## config.mk

```make
export PLATFORM = sky130hd
export DESIGN_NAME = nja_stack
export DESIGN_NICKNAME = d
export VERILOG_FILES = /design/src/sv/nja_pkg.sv /design/src/sv/nja_stack.sv
export SDC_FILE = /design/constraint.sdc
export NUM_CORES = 1
export LEC_CHECK = 0
export ABC_AREA = 1
export BUFFER_PORTS_ARGS = -buffer_cell sky130_fd_sc_hd__buf_2
export CAP_MARGIN = 25
export CORE_MARGIN = 3
export CORE_UTILIZATION = 62
export CTS_BUF_LIST = sky130_fd_sc_hd__clkbuf_4 sky130_fd_sc_hd__clkbuf_8
export DETAILED_ROUTE_END_ITERATION = 12
export PLACE_DENSITY = 0.83
export SYNTH_ARGS = -nofsm -noshare
export SYNTH_HDL_FRONTEND = slang
export SYNTH_SLANG_ARGS = --single-unit
```

## constraint.sdc

```tcl
create_clock -name aclk -period 6.5 [get_ports aclk]
set_input_delay 0.65 -clock aclk [delete_from_list [all_inputs] [get_ports aclk]]
set_output_delay 0.65 -clock aclk [all_outputs]
set_load 0.005 [all_outputs]
```

## src/sv/nja_pkg.sv

```systemverilog
package nja_pkg;

    localparam int OPCODE_W    = 3;
    localparam int JOB_W       = 4;
    localparam int TIME_W      = 32;
    localparam int STOP_MODE_W = 2;
    localparam int TOTAL_W     = 64;
    localparam int LEVEL_W     = 4;
    localparam int ERR_W       = 2;
    localparam int CFG_IDX_W   = 1;
    localparam int CFG_DATA_W  = 4;

    localparam int DEF_NUM_JOBS    = 16;
    localparam int DEF_STACK_SLOTS = 8;

    localparam logic [JOB_W-1:0] RST_OVERHEAD_JOB  = 4'd15;
    localparam logic [JOB_W-1:0] RST_STOP_BASE_JOB = 4'd12;

    typedef enum logic [OPCODE_W-1:0] {
        OP_INIT   = 3'd0,
        OP_SWITCH = 3'd1,
        OP_PUSH   = 3'd2,
        OP_POP    = 3'd3,
        OP_STOP   = 3'd4,
        OP_READ   = 3'd5
    } op_t;

    typedef enum logic [ERR_W-1:0] {
        ERR_NONE       = 2'd0,
        ERR_PUSH_FULL  = 2'd1,
        ERR_POP_EMPTY  = 2'd2,
        ERR_STOP_RANGE = 2'd3
    } err_t;

    typedef enum logic [CFG_IDX_W-1:0] {
        CFG_OVERHEAD_JOB = 1'd0,
        CFG_STOP_BASE    = 1'd1
    } cfg_idx_t;

    typedef struct packed {
        logic push;
        logic pop;
        logic clear;
    } stack_ctl_t;

    typedef struct packed {
        logic empty;
        logic full;
    } stack_sts_t;

    typedef struct packed {
        logic              clear;
        logic              charge;
        logic              stop_en;
        logic              rd_zero;
        logic [TIME_W-1:0] d_active;
        logic [TIME_W-1:0] d_overhead;
        logic [TIME_W-1:0] amount;
    } totals_ctl_t;

endpackage

```

## src/sv/nja_stack.sv

```systemverilog
module nja_stack #(
    parameter int STACK_SLOTS = 8,
    parameter int IDX_W       = 4,
    parameter int CNT_W       = 4
) (
    input  logic                  aclk,
    input  logic                  aresetn,
    input  nja_pkg::stack_ctl_t   ctl,
    input  logic [IDX_W-1:0]      push_data,
    output logic [IDX_W-1:0]      top,
    output nja_pkg::stack_sts_t   sts,
    output logic [CNT_W-1:0]      max_next
);
    import nja_pkg::*;

    logic [IDX_W-1:0] slot_reg [STACK_SLOTS];
    logic [CNT_W-1:0] count_reg, count_next;
    logic [CNT_W-1:0] max_reg;
    logic             push_ok, pop_ok;

    assign sts.empty = (count_reg == '0);
    assign sts.full  = (count_reg == CNT_W'(STACK_SLOTS));
    assign push_ok   = ctl.push && !sts.full;
    assign pop_ok    = ctl.pop && !sts.empty;
    assign top       = slot_reg[0];

    always_comb begin
        count_next = count_reg;
        max_next   = max_reg;
        if (ctl.clear) begin
            count_next = '0;
            max_next   = '0;
        end else if (push_ok) begin
            count_next = count_reg + 1'b1;
            if (count_next > max_reg) begin
                max_next = count_next;
            end
        end else if (pop_ok) begin
            count_next = count_reg - 1'b1;
        end
    end

    always_ff @(posedge aclk) begin
        if (!aresetn) begin
            count_reg <= '0;
            max_reg   <= '0;
        end else begin
            count_reg <= count_next;
            max_reg   <= max_next;
        end
    end

    // shift stack: slot 0 is the top of stack
    for (genvar i = 0; i < STACK_SLOTS; i++) begin : g_slot
        always_ff @(posedge aclk) begin
            if (push_ok) begin
                if (i == 0) begin
                    slot_reg[i] <= push_data;
                end else begin
                    slot_reg[i] <= slot_reg[(i > 0) ? i - 1 : 0];
                end
            end else if (pop_ok && (i < STACK_SLOTS - 1)) begin
                slot_reg[i] <= slot_reg[(i < STACK_SLOTS - 1) ? i + 1 : i];
            end
        end
    end

endmodule

```

## After elaboration in Yosys (flattened, before gate mapping)

Memory sizes are Yosys's and may differ from the RTL's.
Index checks and enable logic that the tools add are counted.

| word-level totals | value |
|---|---|
| memories kept | 1 |
| logic and storage cells | 39 |
| bits of input ports | 9 |
| bits in latches | 0 |
| memory bits (read-only) | 0 |
| flip-flop bits (word level) | 8 |
| output and inout port bits | 10 |
| bits in writable memories | 32 |

Memories:

| memory | depth | width | read ports | clocked after memory_dff | write ports | line | source |
|---|---|---|---|---|---|---|---|
| slot_reg | 8 | 4 | 8 | 0 | 8 | nja_stack.sv:16 | `logic [IDX_W-1:0] slot_reg [STACK_SLOTS];` |

| cells by class | value |
|---|---|
| add/subtract/negate cells | 2 |
| reductions and logical operators | 7 |
| muxes and demuxes | 17 |
| bitwise gates (word level) | 8 |
| eq/ne operators | 1 |
| shift-type cells | 0 |
| $lt $le $gt $ge | 1 |
| div/mod/pow operators | 0 |
| multipliers | 0 |

Operator list:

| operator | count |
|---|---|
| 2-to-1 mux 4 bit | 12 |
| OR 1 bit | 7 |
| 2-to-1 mux 1 bit | 5 |
| adder 4 x 1 -> 4 bit (second input constant) | 1 |
| equality test 4 bit (second input constant) | 1 |
| > comparator 4 bit | 1 |
| logical NOT 4 bit | 1 |
| subtractor 4 x 1 -> 4 bit (second input constant) | 1 |
| logical AND 1 bit | 2 |
| logical NOT 1 bit | 2 |
| nonzero test 2 bit | 1 |
| OR reduction 2 bit | 1 |
| inverter 1 bit | 1 |

## Logic depth before layout (Yosys ltp)

Gate-level depths: netlist of run 1.

| logic depth | value |
|---|---|
| depth after elaboration | 7 |
| depth in mapped cells | 13 |
| depth with buffers taken out | 13 |

## Least setup slack after synthesis of run 1

OpenSTA, ideal clock, no wires.

| path | value |
|---|---|
| path type | flip-flop to output port |
| start point | register count_reg[0] |
| end point | output port max_next[0] |
| setup slack | 4.110 ns |
| cell stages (with the launch flop) | 11 |
| arrival | 1.740 ns |
| data required time | 5.850 ns |
| path through | dfxtp_1 -> inv_1 -> ha_1 -> ha_1 -> nand2_1 -> nor2_1 -> nor2_1 -> nand2_1 -> nand2_1 -> nand3_1 -> inv_1 |

| on the way | value |
|---|---|
| longest elaborated chain between the ends | 5 |
| elaborated cells on any way between the ends | 8 |
| classes of those cells | add/sub (1); order compare (1); eq/ne (1); mux (3); reduce/logical (2) |

RTL lines:

| element | line | source |
|---|---|---|
| start: declaration | nja_stack.sv:17 | `logic [CNT_W-1:0] count_reg, count_next;` |
| start signal: assignment | nja_stack.sv:48 | `count_reg <= count_next;` |
| adder 4 x 1 -> 4 bit / equality test 4 bit (equally long branches) | nja_stack.sv:34, nja_stack.sv:22 |  |
| > comparator 4 bit / logical NOT 1 bit (equally long branches) | nja_stack.sv:35, nja_stack.sv:23 |  |
| 2-to-1 mux 4 bit / logical AND 1 bit (equally long branches) | nja_stack.sv:35, nja_stack.sv:23 |  |
| 2-to-1 mux 4 bit * | nja_stack.sv:33 | `end else if (push_ok) begin` |
| 2-to-1 mux 4 bit * | nja_stack.sv:30 | `if (ctl.clear) begin` |
| end: declaration | nja_stack.sv:12 | `output logic [CNT_W-1:0] max_next` |

Every way passes the cells marked *; elsewhere a longest branch is shown, timed or not.

## Worst setup path in the final report of run 1

| path | value |
|---|---|
| start point | register count_reg[0] |
| end point | output port max_next[1] |

Same word-level chain as after synthesis.

==> results by group, run 1 <==
STA
  – Max Freq: 0.323 GHz
  – Final Critical Period: 3.10 ns
  – Final Hold Fails: 0
  – Final period util: 47.7%
  – Slew @ Worst Pin: 0.409 ns
  – Worst relative slew slack: 72.7%
  – Final setup fails: 0
  – Max-slew violation count: 0
  – Clock Skew: 0.00802 ns
  – TNS Setup: 0 ns
  – Post-route setup slack: 3.40 ns
  – RSZ-0062 raised after global routing: no

Critical path
  – Max FO, Critical Path: 8
  – FF-to-FF Start: count_reg[0]$_SDFFE_PP0P_
  – Slowest cell on the critical path: dfxtp_1
  – CP most frequent cell: nand2_1
  – Critical path buffers and inverters: 3
  – R2R Setup Slk: 4.28 ns
  – R2r endpoint: slot_reg[0][15]$_DFFE_PP_
  – Crit start category: flop
  – Worst path top cell family by delay: simple AND/OR/NAND/NOR gates
  – CP Data Required Time: 5.85 ns
  – Crit path capture type: output pin
  – Crit Path Class: flop to output pin
  – CP cell instances: inv_1 -> ha_1 -> ha_1 -> nand2_1 -> nor2_1 -> nor2_1 -> nand2_1 -> nand2_1 -> nand3_1 -> inv_1 -> buf_2
  – Reg2Reg Depth: 9
  – Crit path largest cell delay: 0.49 ns
  – Worst EP arrival: 2.45 ns

Route
  – DRT Pass-1 Iters: 4
  – Routed vias/inst: 4.94
  – Final ANT Viol Nets: 0
  – Vias after detailed routing: 1394
  – DRC errors left: 0
  – Final wirelength: 3.26 mm
  – Wire per inst: 11.5 um
  – Initial DRC count: 103

Power
  – Sequential Power Share: 54.5%
  – Tot Pwr: 0.000613 W
  – Comb pwr share: 17.8%
  – PwrDens: 274 nW/um^2
  – Pint: 0.000442 W
  – P_sw: 0.000171 W
  – Sw Ratio: 27.9%
  – Clock power frac: 27.8%
  – Peak supply drop: 0.195 mV
  – Leakage: 1.09 nW

Clock tree
  – CTS tree: done
  – Worst-Skew Late Latency: 0.34 ns
  – Hold-fix buffers, CTS: 0
  – CTS clock-pin slew for the worst setup and hold paths: 0.13 ns
  – Max clock buf depth: 2
  – Root Buffer Master: clkbuf_4
  – H-tree levels: 2
  – CTS sink cnt: 40
  – Post CTS Setup Buffer Count: 0
  – CTS resizes: 0
  – CTS Buf Count: 5

Place
  – DP Worst Slack: 3.83 ns
  – Port bufs: 18
  – Placed cell count: 274
  – Routability cong.: 0.872
  – HPWL reported at the end of detailed placement: 2.29 mm

Cells and area
  – Layout cells sized above 1: 23.1%
  – Final Util: 71.5%
  – P&R area growth vs syn: 7.78%
  – Flip-flop count of the largest register after layout: 32
  – Finished Layout Cells: 282
  – Layout Nets: 252
  – Fillers: 251
  – ANT cells: 0

Synthesis
  – Netlist Area Pre-Place: 2080 sq um
  – Top-count cell post-synth: nand2_1
  – Post-synth EDFFs: 32
  – Cell count after synthesis: 220
  – Synth top area share: 46.3%
  – Post-synth top area cell: edfxtp_1
  – Synthesized Nets: 235
  – Register bit total from synthesis: 40
  – Area contributors post-synth: edfxtp_1 (46%), nand2_1 (8.5%), inv_1 (8.0%)
  – Synth top cells by count: nand2_1 (47), inv_1 (44), edfxtp_1 (32), nor2_1 (15), nand3_1 (14)
  – Fraction of registers with async set/reset: 0%
  – Mean Syn Cell Area: 9.44 sq um
  – YS warnings: 0
  – Register area share after synthesis: 54.0%
  – Synth Flop Type: edfxtp_1
  – Synth unique cells: 25

Die
  – Top Ports: 19
  – Starting Density: 66.4%
  – Die H: 63.9 um
  – Total core area: 3130 sq um
  – Row Count: 20
  – Die ar.: 4080 sq um
  – Die width: 63.9 um

GRT
  – Initial antenna violation count: 0
  – GRT Resource Usage Total: 17.7%
  – Global route overflow: 0
  – Vias in the first global route: 1251
  – First-pass GRT wire length: 5.53 mm
  – Largest net degree at the start of global routing: 43

Hold path
  – Hold EP: slot_reg[1][15]$_DFFE_PP_
  – Hold path depth: 0
  – HP Class: flop to flop
  – Critical hold path startpoint: slot_reg[1][11]$_DFFE_PP_

Outcome
  – Outcome: finished clean

Flow run
  – Max-cap viol count: 0
## cells by family after synthesis
logic type / synth area share (%)
AOI/OAI and AO/OA: 12.1
xor gates and xnor gates: 0.422
adders and majority gates: 3.62
buffers and inverters: 13.0
DFF: 54.0
and+or+nand+nor: 16.8
## worst max path at each step
| stage | from | end | slack, ns | cells after the start |
|---|---|---|---|---|
| floorplan | count_reg[0]$_SDFFE_PP0P_ | max_next[0] | 4.11 | 10 |
| global placement | count_reg[0]$_SDFFE_PP0P_ | max_next[1] | 3.88 | 11 |
| detailed placement | count_reg[0]$_SDFFE_PP0P_ | max_next[1] | 3.83 | 11 |
| CTS | count_reg[0]$_SDFFE_PP0P_ | max_next[1] | 3.41 | 11 |
| global route | count_reg[0]$_SDFFE_PP0P_ | max_next[1] | 3.18 | 11 |
| finish | count_reg[0]$_SDFFE_PP0P_ | max_next[1] | 3.40 | 11 |
## power groups by stage
| stage | combinational, W | sequential [W] | clock (W) |
|---|---|---|---|
| after global routing | 0.000124 | 0.000338 | 0.000187 |
| after floorplan | 0.0000888 | 0.000336 | 0 |
| after global placement | 0.000105 | 0.000338 | 0 |
| after CTS | 0.000110 | 0.000334 | 0.000171 |
| after detailed placement | 0.000110 | 0.000340 | 0 |
| final | 0.000109 | 0.000334 | 0.000170 |
## worst register-to-register path, stage by stage (launching register included)
cell	delay, ns
dfxtp_1	0.41
inv_1	0.13
ha_1	0.23
nand3_2	0.13
nand2_4	0.13
inv_4	0.07
or2_2	0.46
buf_12	0.25
nor2_1	0.14
a21oi_2	0.04
## placed cells by master, fill, tap and decap left out, types with 6 or more instances in the layout
cell type   n
inv_1      44
dfxtp_1     8
a21oi_2     8
nor2_1     15
nand3_1    14
o21ai_2    12
nand2_1    47
o21ai_1     6
ha_1        6
edfxtp_1   32
buf_2      18
## per-layer routing
layer | up-vias | track usage (%) | part of all wire, %
li1 | 736 | - | -
met4 | 0 | 5.66 | 0.86
met1 | 617 | 24.2 | 49
met3 | 4 | 5.27 | 5.0
met5 | - | 0 | 0
met2 | 37 | 27.0 | 46
## through the flow
stage               instance area (sq um)  hold WS [ns]
floorplan                            2080         0.426
global placement                     2130         0.435
detailed placement                   2150         0.444
CTS                                  2240         0.474
global route                         2240         0.490
finish                               2240         0.470
## cell type report
class | count | area (sq um) | share of cell area [%]
Tap cell | 44 | 55.1 | 2.46
Inverter | 46 | 175 | 7.83
Multi-Input combinational cell | 124 | 684 | 30.6
Timing Repair Buffer | 20 | 118 | 5.26
Clock buffer | 5 | 37.5 | 1.68
Clock inverter | 3 | 46.3 | 2.07
Sequential cell | 40 | 1120 | 50.1
Note: power is estimated with default switching activity, not from simulation.
==> run 2, diff against run 1 <==
--- a/config.mk
+++ b/config.mk
@@ -9,10 +9,10 @@
 export BUFFER_PORTS_ARGS = -buffer_cell sky130_fd_sc_hd__buf_2
 export CAP_MARGIN = 25
 export CORE_MARGIN = 3
-export CORE_UTILIZATION = 62
+export CORE_UTILIZATION = 61
 export CTS_BUF_LIST = sky130_fd_sc_hd__clkbuf_4 sky130_fd_sc_hd__clkbuf_8
 export DETAILED_ROUTE_END_ITERATION = 12
-export PLACE_DENSITY = 0.83
+export PLACE_DENSITY = 0.82
 export SYNTH_ARGS = -nofsm -noshare
 export SYNTH_HDL_FRONTEND = slang
 export SYNTH_SLANG_ARGS = --single-unit
==> constraint.sdc (replaced) <==
create_clock -name aclk -period 3 [get_ports aclk]
set_input_delay 0.3 -clock aclk [delete_from_list [all_inputs] [get_ports aclk]]
set_output_delay 0.3 -clock aclk [all_outputs]
set_load 0.005 [all_outputs]
==> run 2 against run 1 <==
  * Non-clock buffer count is the same
  * Register-to-register slack lost 3.5 ns
  * Critical path depth is the same
  * Final area shrank 1.2%
  * Sequential share of layout area grew 0.60 points
  * Via count shrank 0.86%
  * Flip-flop and latch count is the same
  * Clock power grew 60%
  * Final cell count is the same
  * Utilization shrank 1.4 points
  * Wire length shrank 3.7%
  * Hold slack lost 0.24 ns
==> results by group, run 2 (synthesized netlist as in run 1, its figures left out) <==
Cells and area
  – P&R area growth vs syn: 6.51%
  – Finished Layout Cells: 282 (unchanged)
  – Layout cells sized above 1: 23.1% (unchanged)
  – Multi-input logic area: 684 sq um (unchanged)
  – Commonest non-fill, non-tap cell in the layout: nand2_1
  – ANT cells: 0 (unchanged)
  – Layout Nets: 252 (unchanged)
  – Flip-flop count of the largest register after layout: 32 (unchanged)
  – Most frequent cells in the layout: nand2_1 (47), inv_1 (44), edfxtp_1 (32)
  – FF+latch area: 1120 sq um (unchanged)
  – Fillers: 261 (+4.0%)

Die
  – Die H: 64.3 um (+0.74%)
  – Die ar.: 4140 sq um (+1.5%)
  – Total core area: 3150 sq um (+0.80%)
  – Starting Density: 65.8% (-0.53 points)
  – Row Count: 20 (unchanged)
  – Die width: 64.3 um (+0.74%)
  – Top Ports: 19 (unchanged)

Place
  – HPWL reported at the end of detailed placement: 2.21 mm (-3.4%)
  – Port bufs: 18 (unchanged)
  – Routability cong.: 0.845 (-3.0%)
  – DP Worst Slack: 0.666 ns (-3.16 ns)
  – Placed cell count: 274 (unchanged)

GRT
  – GRT Resource Usage Total: 16.2% (-1.5 points)
  – First-pass GRT wire length: 5.06 mm (-8.4%)
  – Initial antenna violation count: 0 (unchanged)
  – Largest net degree at the start of global routing: 43 (unchanged)
  – Global route overflow: 0 (unchanged)
  – Vias in the first global route: 1214 (-3.0%)

STA
  – Final Critical Period: 2.74 ns
  – Max Freq: 0.364 GHz
  – Final Hold Fails: 0 (unchanged)
  – Worst relative slew slack: 73.2% (+0.46 points)
  – RSZ-0062 raised after global routing: no
  – TNS Setup: 0 ns (unchanged)
  – Max-slew violation count: 0 (unchanged)
  – Fin Hold WS: 0.229 ns (-0.240 ns)
  – Clock Skew: 0.00916 ns (+0.00114 ns)
  – Final setup fails: 0 (unchanged)
  – Final period util: 91.5%
  – Post-route setup slack: 0.256 ns (-3.14 ns)
  – Slew @ Worst Pin: 0.398 ns (-0.0111 ns)

Power
  – Leakage: 1.08 nW (-0.52%)
  – Peak supply drop: 0.315 mV (+61%)
  – PwrDens: 556 nW/um^2 (+100%)

Clock tree
  – Post CTS Setup Buffer Count: 0 (unchanged)
  – Hold-fix buffers, CTS: 0 (unchanged)
  – CTS tree: done
  – CTS sink cnt: 40 (unchanged)
  – Max clock buf depth: 2 (unchanged)
  – CTS resizes: 0 (unchanged)
  – Worst-Skew Late Latency: 0.34 ns (about the same)
  – CTS clock-pin slew for the worst setup and hold paths: 0.12 ns (about the same)
  – Root Buffer Master: clkbuf_4
  – H-tree levels: 2 (unchanged)
  – CTS Buf Count: 5 (unchanged)

Hold path
  – HP Class: input pin to flop

Route
  – Vias after detailed routing: 1382 (-0.86%)
  – Initial DRC count: 86 (-17%)
  – Routed vias/inst: 4.90 (-0.86%)
  – DRC errors left: 0 (unchanged)
  – Final ANT Viol Nets: 0 (unchanged)
  – DRT Pass-1 Iters: 4 (unchanged)
  – Wire per inst: 11.1 um (-3.7%)
  – Final wirelength: 3.14 mm (-3.7%)

Critical path
  – CP cell instances: inv_1 -> ha_1 -> ha_1 -> nand2_1 -> nor2_1 -> nor2_1 -> nand2_1 -> nand2_1 -> nand3_1 -> inv_1 -> buf_2
  – Crit path capture type: output pin
  – Crit path largest cell delay: 0.47 ns (-0.02 ns)
  – CP Data Required Time: 2.70 ns (-3.15 ns)
  – CP most frequent cell: nand2_1
  – Slowest cell on the critical path: dfxtp_1
  – Worst EP arrival: 2.44 ns (about the same)
  – Crit start category: flop
  – Max FO, Critical Path: 8 (unchanged)
  – Crit Path Class: flop to output pin

Flow run
  – Max-cap viol count: 0 (unchanged)

Outcome
  – Outcome: finished clean
## run 2: path summary, 6_finish.rpt
kind / from / to / slack (ns) / depth (start not counted)
max: count_reg[0]$_SDFFE_PP0P_ / max_next[3] / 0.26 / 11
min: push_data[2] / slot_reg[0][2]$_DFFE_PP_ / 0.23 / 3
max reg2reg: count_reg[0]$_SDFFE_PP0P_ / slot_reg[1][0]$_DFFE_PP_ / 0.77 / 8
min reg2reg: slot_reg[1][9]$_DFFE_PP_ / slot_reg[1][13]$_DFFE_PP_ / 0.47 / 0
## run 2: worst max-delay path: cells and delay by family, from the launching register on
kind	cells	cell delay, ns
buf+inv	3	0.29
simple gates	6	0.67
flops	1	0.47
fa+ha+maj	2	0.67
## run 2: through the flow
stage	util (%)	total power, W	area [sq um]
detailed placement	68.3	0.000973	2150
global placement	68.3	0.000962	2150
global route	70.1	0.00131	2210
floorplan	-	0.000919	2080
finish	70.1	0.00123	2210
CTS	70.1	0.00125	2210
## run 2: power by group
group | internal, W | total [W] | switching [W]
clock | 0.000110 | 0.000272 | 0.000163
sequential | 0.000691 | 0.000722 | 0.0000313
combinational | 0.0000886 | 0.000235 | 0.000147
total | 0.000889 | 0.00123 | 0.000341
## run 2: layout make-up
class | instances | share of cell area, %
clock inverter | 1 | 0.226
inverter | 46 | 7.92
timing repair buffer | 20 | 5.32
clock buffer | 7 | 2.38
sequential | 40 | 50.7
tap | 44 | 2.49
multi-input combinational | 124 | 31.0
## run 2: layer usage
metal,vias to the layer above,share of wire [%],global-route usage [%]
li1,736,-,-
met1,624,46,20.4
met2,20,48,26.2
met3,2,4.5,5.27
met4,0,0.67,5.54
met5,-,0,0
==> run 3, diff against run 2 <==
--- a/config.mk
+++ b/config.mk
@@ -8,6 +8,7 @@
 export ABC_AREA = 1
 export BUFFER_PORTS_ARGS = -buffer_cell sky130_fd_sc_hd__buf_2
 export CAP_MARGIN = 25
+export CORE_ASPECT_RATIO = 0.7
 export CORE_MARGIN = 3
 export CORE_UTILIZATION = 61
 export CTS_BUF_LIST = sky130_fd_sc_hd__clkbuf_4 sky130_fd_sc_hd__clkbuf_8
==> run 3 against run 2 <==
  * Via count decreased by 2.0%
  * Total power increased by 7.2%
  * Final area increased by 1.6%
  * First-iteration DRC count increased by 7.0%
  * Sequential power about the same
  * Non-clock buffer count unchanged
  * Die area increased by 0.26%
  * Clock skew decreased by 0.0015 ns
  * Combinational power increased by 3%
  * Clock power increased by 30%
  * Largest power group unchanged
==> results by group, run 3 (synthesized netlist as in run 1, its figures left out) <==
STA
  – Final Hold Fails: 0 (unchanged)
  – Final setup fails: 0 (unchanged)
  – Final Critical Period: 2.67 ns (-0.0766 ns)
  – TNS Setup: 0 ns (unchanged)
  – Clock Skew: 0.00769 ns (-0.00147 ns)
  – Max Freq: 0.375 GHz (+2.9%)
  – Post-route setup slack: 0.332 ns (+0.0766 ns)
  – Slew @ Worst Pin: 0.593 ns (+0.195 ns)
  – Max-slew violation count: 0 (unchanged)
  – Final period util: 88.9% (-2.6 points)
  – RSZ-0062 raised after global routing: no
  – Worst relative slew slack: 60.5% (-13 points)

Route
  – DRC errors left: 0 (unchanged)
  – Max Used Layer: met4
  – Routed wl met3: 182 um (+30%)
  – Initial DRC count: 92 (+7.0%)
  – Final ANT Viol Nets: 0 (unchanged)
  – Routed vias/inst: 4.75 (-3.1%)
  – DRT Pass-1 Iters: 5 (+1)
  – Final wirelength: 3.29 mm (+5.0%)
  – WL met2: 1.31 mm (-14%)
  – Vias after detailed routing: 1354 (-2.0%)
  – Wire per inst: 11.6 um (+3.9%)
  – Met1 WL: 1.77 mm (+22%)

Cells and area
  – Commonest non-fill, non-tap cell in the layout: nand2_1
  – Layout cells sized above 1: 23.1% (unchanged)
  – Most frequent cells in the layout: nand2_1 (47), inv_1 (44), edfxtp_1 (32)
  – P&R area growth vs syn: 8.20%
  – Finished Layout Cells: 285 (+1.1%)
  – Flip-flop count of the largest register after layout: 32 (unchanged)
  – Layout Nets: 252 (unchanged)
  – ANT cells: 0 (unchanged)
  – Final Util: 69.9% (-0.19 points)

Critical path
  – FF-to-FF Start: count_reg[0]$_SDFFE_PP0P_
  – Worst EP arrival: 2.37 ns (-0.07 ns)
  – CP Data Required Time: 2.70 ns (about the same)
  – Crit Path Class: flop to output pin
  – Crit path capture type: output pin
  – Crit start category: flop
  – Max FO, Critical Path: 8 (unchanged)
  – Critical path origin: count_reg[0]$_SDFFE_PP0P_

Power
  – Tot Pwr: 0.00132 W (+7.2%)
  – Sw Ratio: 27.1% (-0.63 points)
  – Leakage: 1.09 nW (+1.2%)
  – Peak supply drop: 0.374 mV (+19%)
  – Sequential Power Share: 54.9% (-3.8 points)
  – Pint: 0.000961 W (+8.1%)
  – Comb pwr share: 18.3% (-0.8 points)
  – PwrDens: 587 nW/um^2 (+5.5%)
  – Clock power frac: 26.9% (+4.8 points)
  – P_sw: 0.000357 W (+4.7%)

GRT
  – Largest net degree at the start of global routing: 34 (-21%)
  – Global route overflow: 0 (unchanged)
  – First-pass GRT wire length: 5.39 mm (+6.4%)
  – Initial antenna violation count: 0 (unchanged)
  – GRT Resource Usage Total: 18.0% (+1.8 points)
  – Vias in the first global route: 1194 (-1.6%)

Hold path
  – HP Class: input pin to flop
  – Critical hold path startpoint: push_data[2]

Place
  – HPWL reported at the end of detailed placement: 2.33 mm (+5.2%)
  – DP Worst Slack: 0.657 ns (-0.00975 ns)
  – Placed cell count: 277 (+1.1%)
  – Routability cong.: 0.859 (+1.6%)
  – Port bufs: 18 (unchanged)

Clock tree
  – CTS resizes: 0 (unchanged)
  – Post CTS Setup Buffer Count: 0 (unchanged)
  – H-tree levels: 2 (unchanged)
  – CTS tree: done
  – CTS sink cnt: 40 (unchanged)
  – CTS Buf Count: 5 (unchanged)
  – Hold-fix buffers, CTS: 0 (unchanged)
  – Root Buffer Master: clkbuf_8
  – CTS clock-pin slew for the worst setup and hold paths: 0.08 ns (-0.04 ns)
  – Worst-Skew Late Latency: 0.28 ns (-0.06 ns)
  – Max clock buf depth: 2 (unchanged)

Die
  – Total core area: 3210 sq um (+1.9%)
  – Starting Density: 64.6% (-1.2 points)
  – Die H: 54.8 um (-15%)
  – Die ar.: 4150 sq um (+0.26%)
  – Die width: 75.7 um (+18%)
  – Top Ports: 19 (unchanged)
  – Row Count: 17 (-15%)

Outcome
  – Outcome: finished clean

Flow run
  – Max-cap viol count: 0 (unchanged)
==> run 3: power groups by stage <==
stage                     clock [W]  sequential [W]  combinational, W
after global placement            0        0.000733          0.000235
after global routing       0.000389        0.000732          0.000281
after floorplan                   0        0.000727          0.000192
after detailed placement          0        0.000736          0.000239
after CTS                  0.000362        0.000724          0.000243
final                      0.000354        0.000723          0.000241
==> run 3: final cells by class <==
cell class                 count  area, sq um
tap                           47         58.8
multi-input combinational    124          684
inverter                      46          175
timing repair buffer          20          118
fill                         239          966
clock buffer                   7         83.8
sequential                    40         1120
clock inverter                 1         5.00
==> run 3: worst max-delay path, stage by stage, from the launching register on <==
cell     delay (ns)
dfxtp_1        0.45
inv_1          0.12
ha_1           0.36
ha_1           0.31
nand2_1        0.08
nor2_1         0.04
nor2_1         0.23
nand2_1        0.15
nand2_1        0.08
nand3_1        0.10
inv_1          0.07
buf_2          0.10
==> run 3: worst paths after layout <==
path / end / slack, ns / cells past startpoint
hold / removal: slot_reg[0][2]$_DFFE_PP_ / 0.29 / 3
setup / recovery: max_next[0] / 0.33 / 11
setup reg to reg: slot_reg[0][14]$_DFFE_PP_ / 0.65 / 8
hold reg to reg: slot_reg[1][12]$_DFFE_PP_ / 0.46 / 0
==> run 3: layer usage <==
metal	global-route usage (%)	up-vias
met5	0	-
li1	-	734
met2	23.9	29
met4	5.23	0
met3	5.69	4
met1	27.4	587
==> run 3: metrics by stage <==
stage	area, sq um	hold WS [ns]
2_1_floorplan	2080	0.426
3_3_place_gp	2160	0.431
3_5_place_dp	2160	0.447
4_1_cts	2250	0.281
5_1_grt	2250	0.292
6_report	2250	0.288
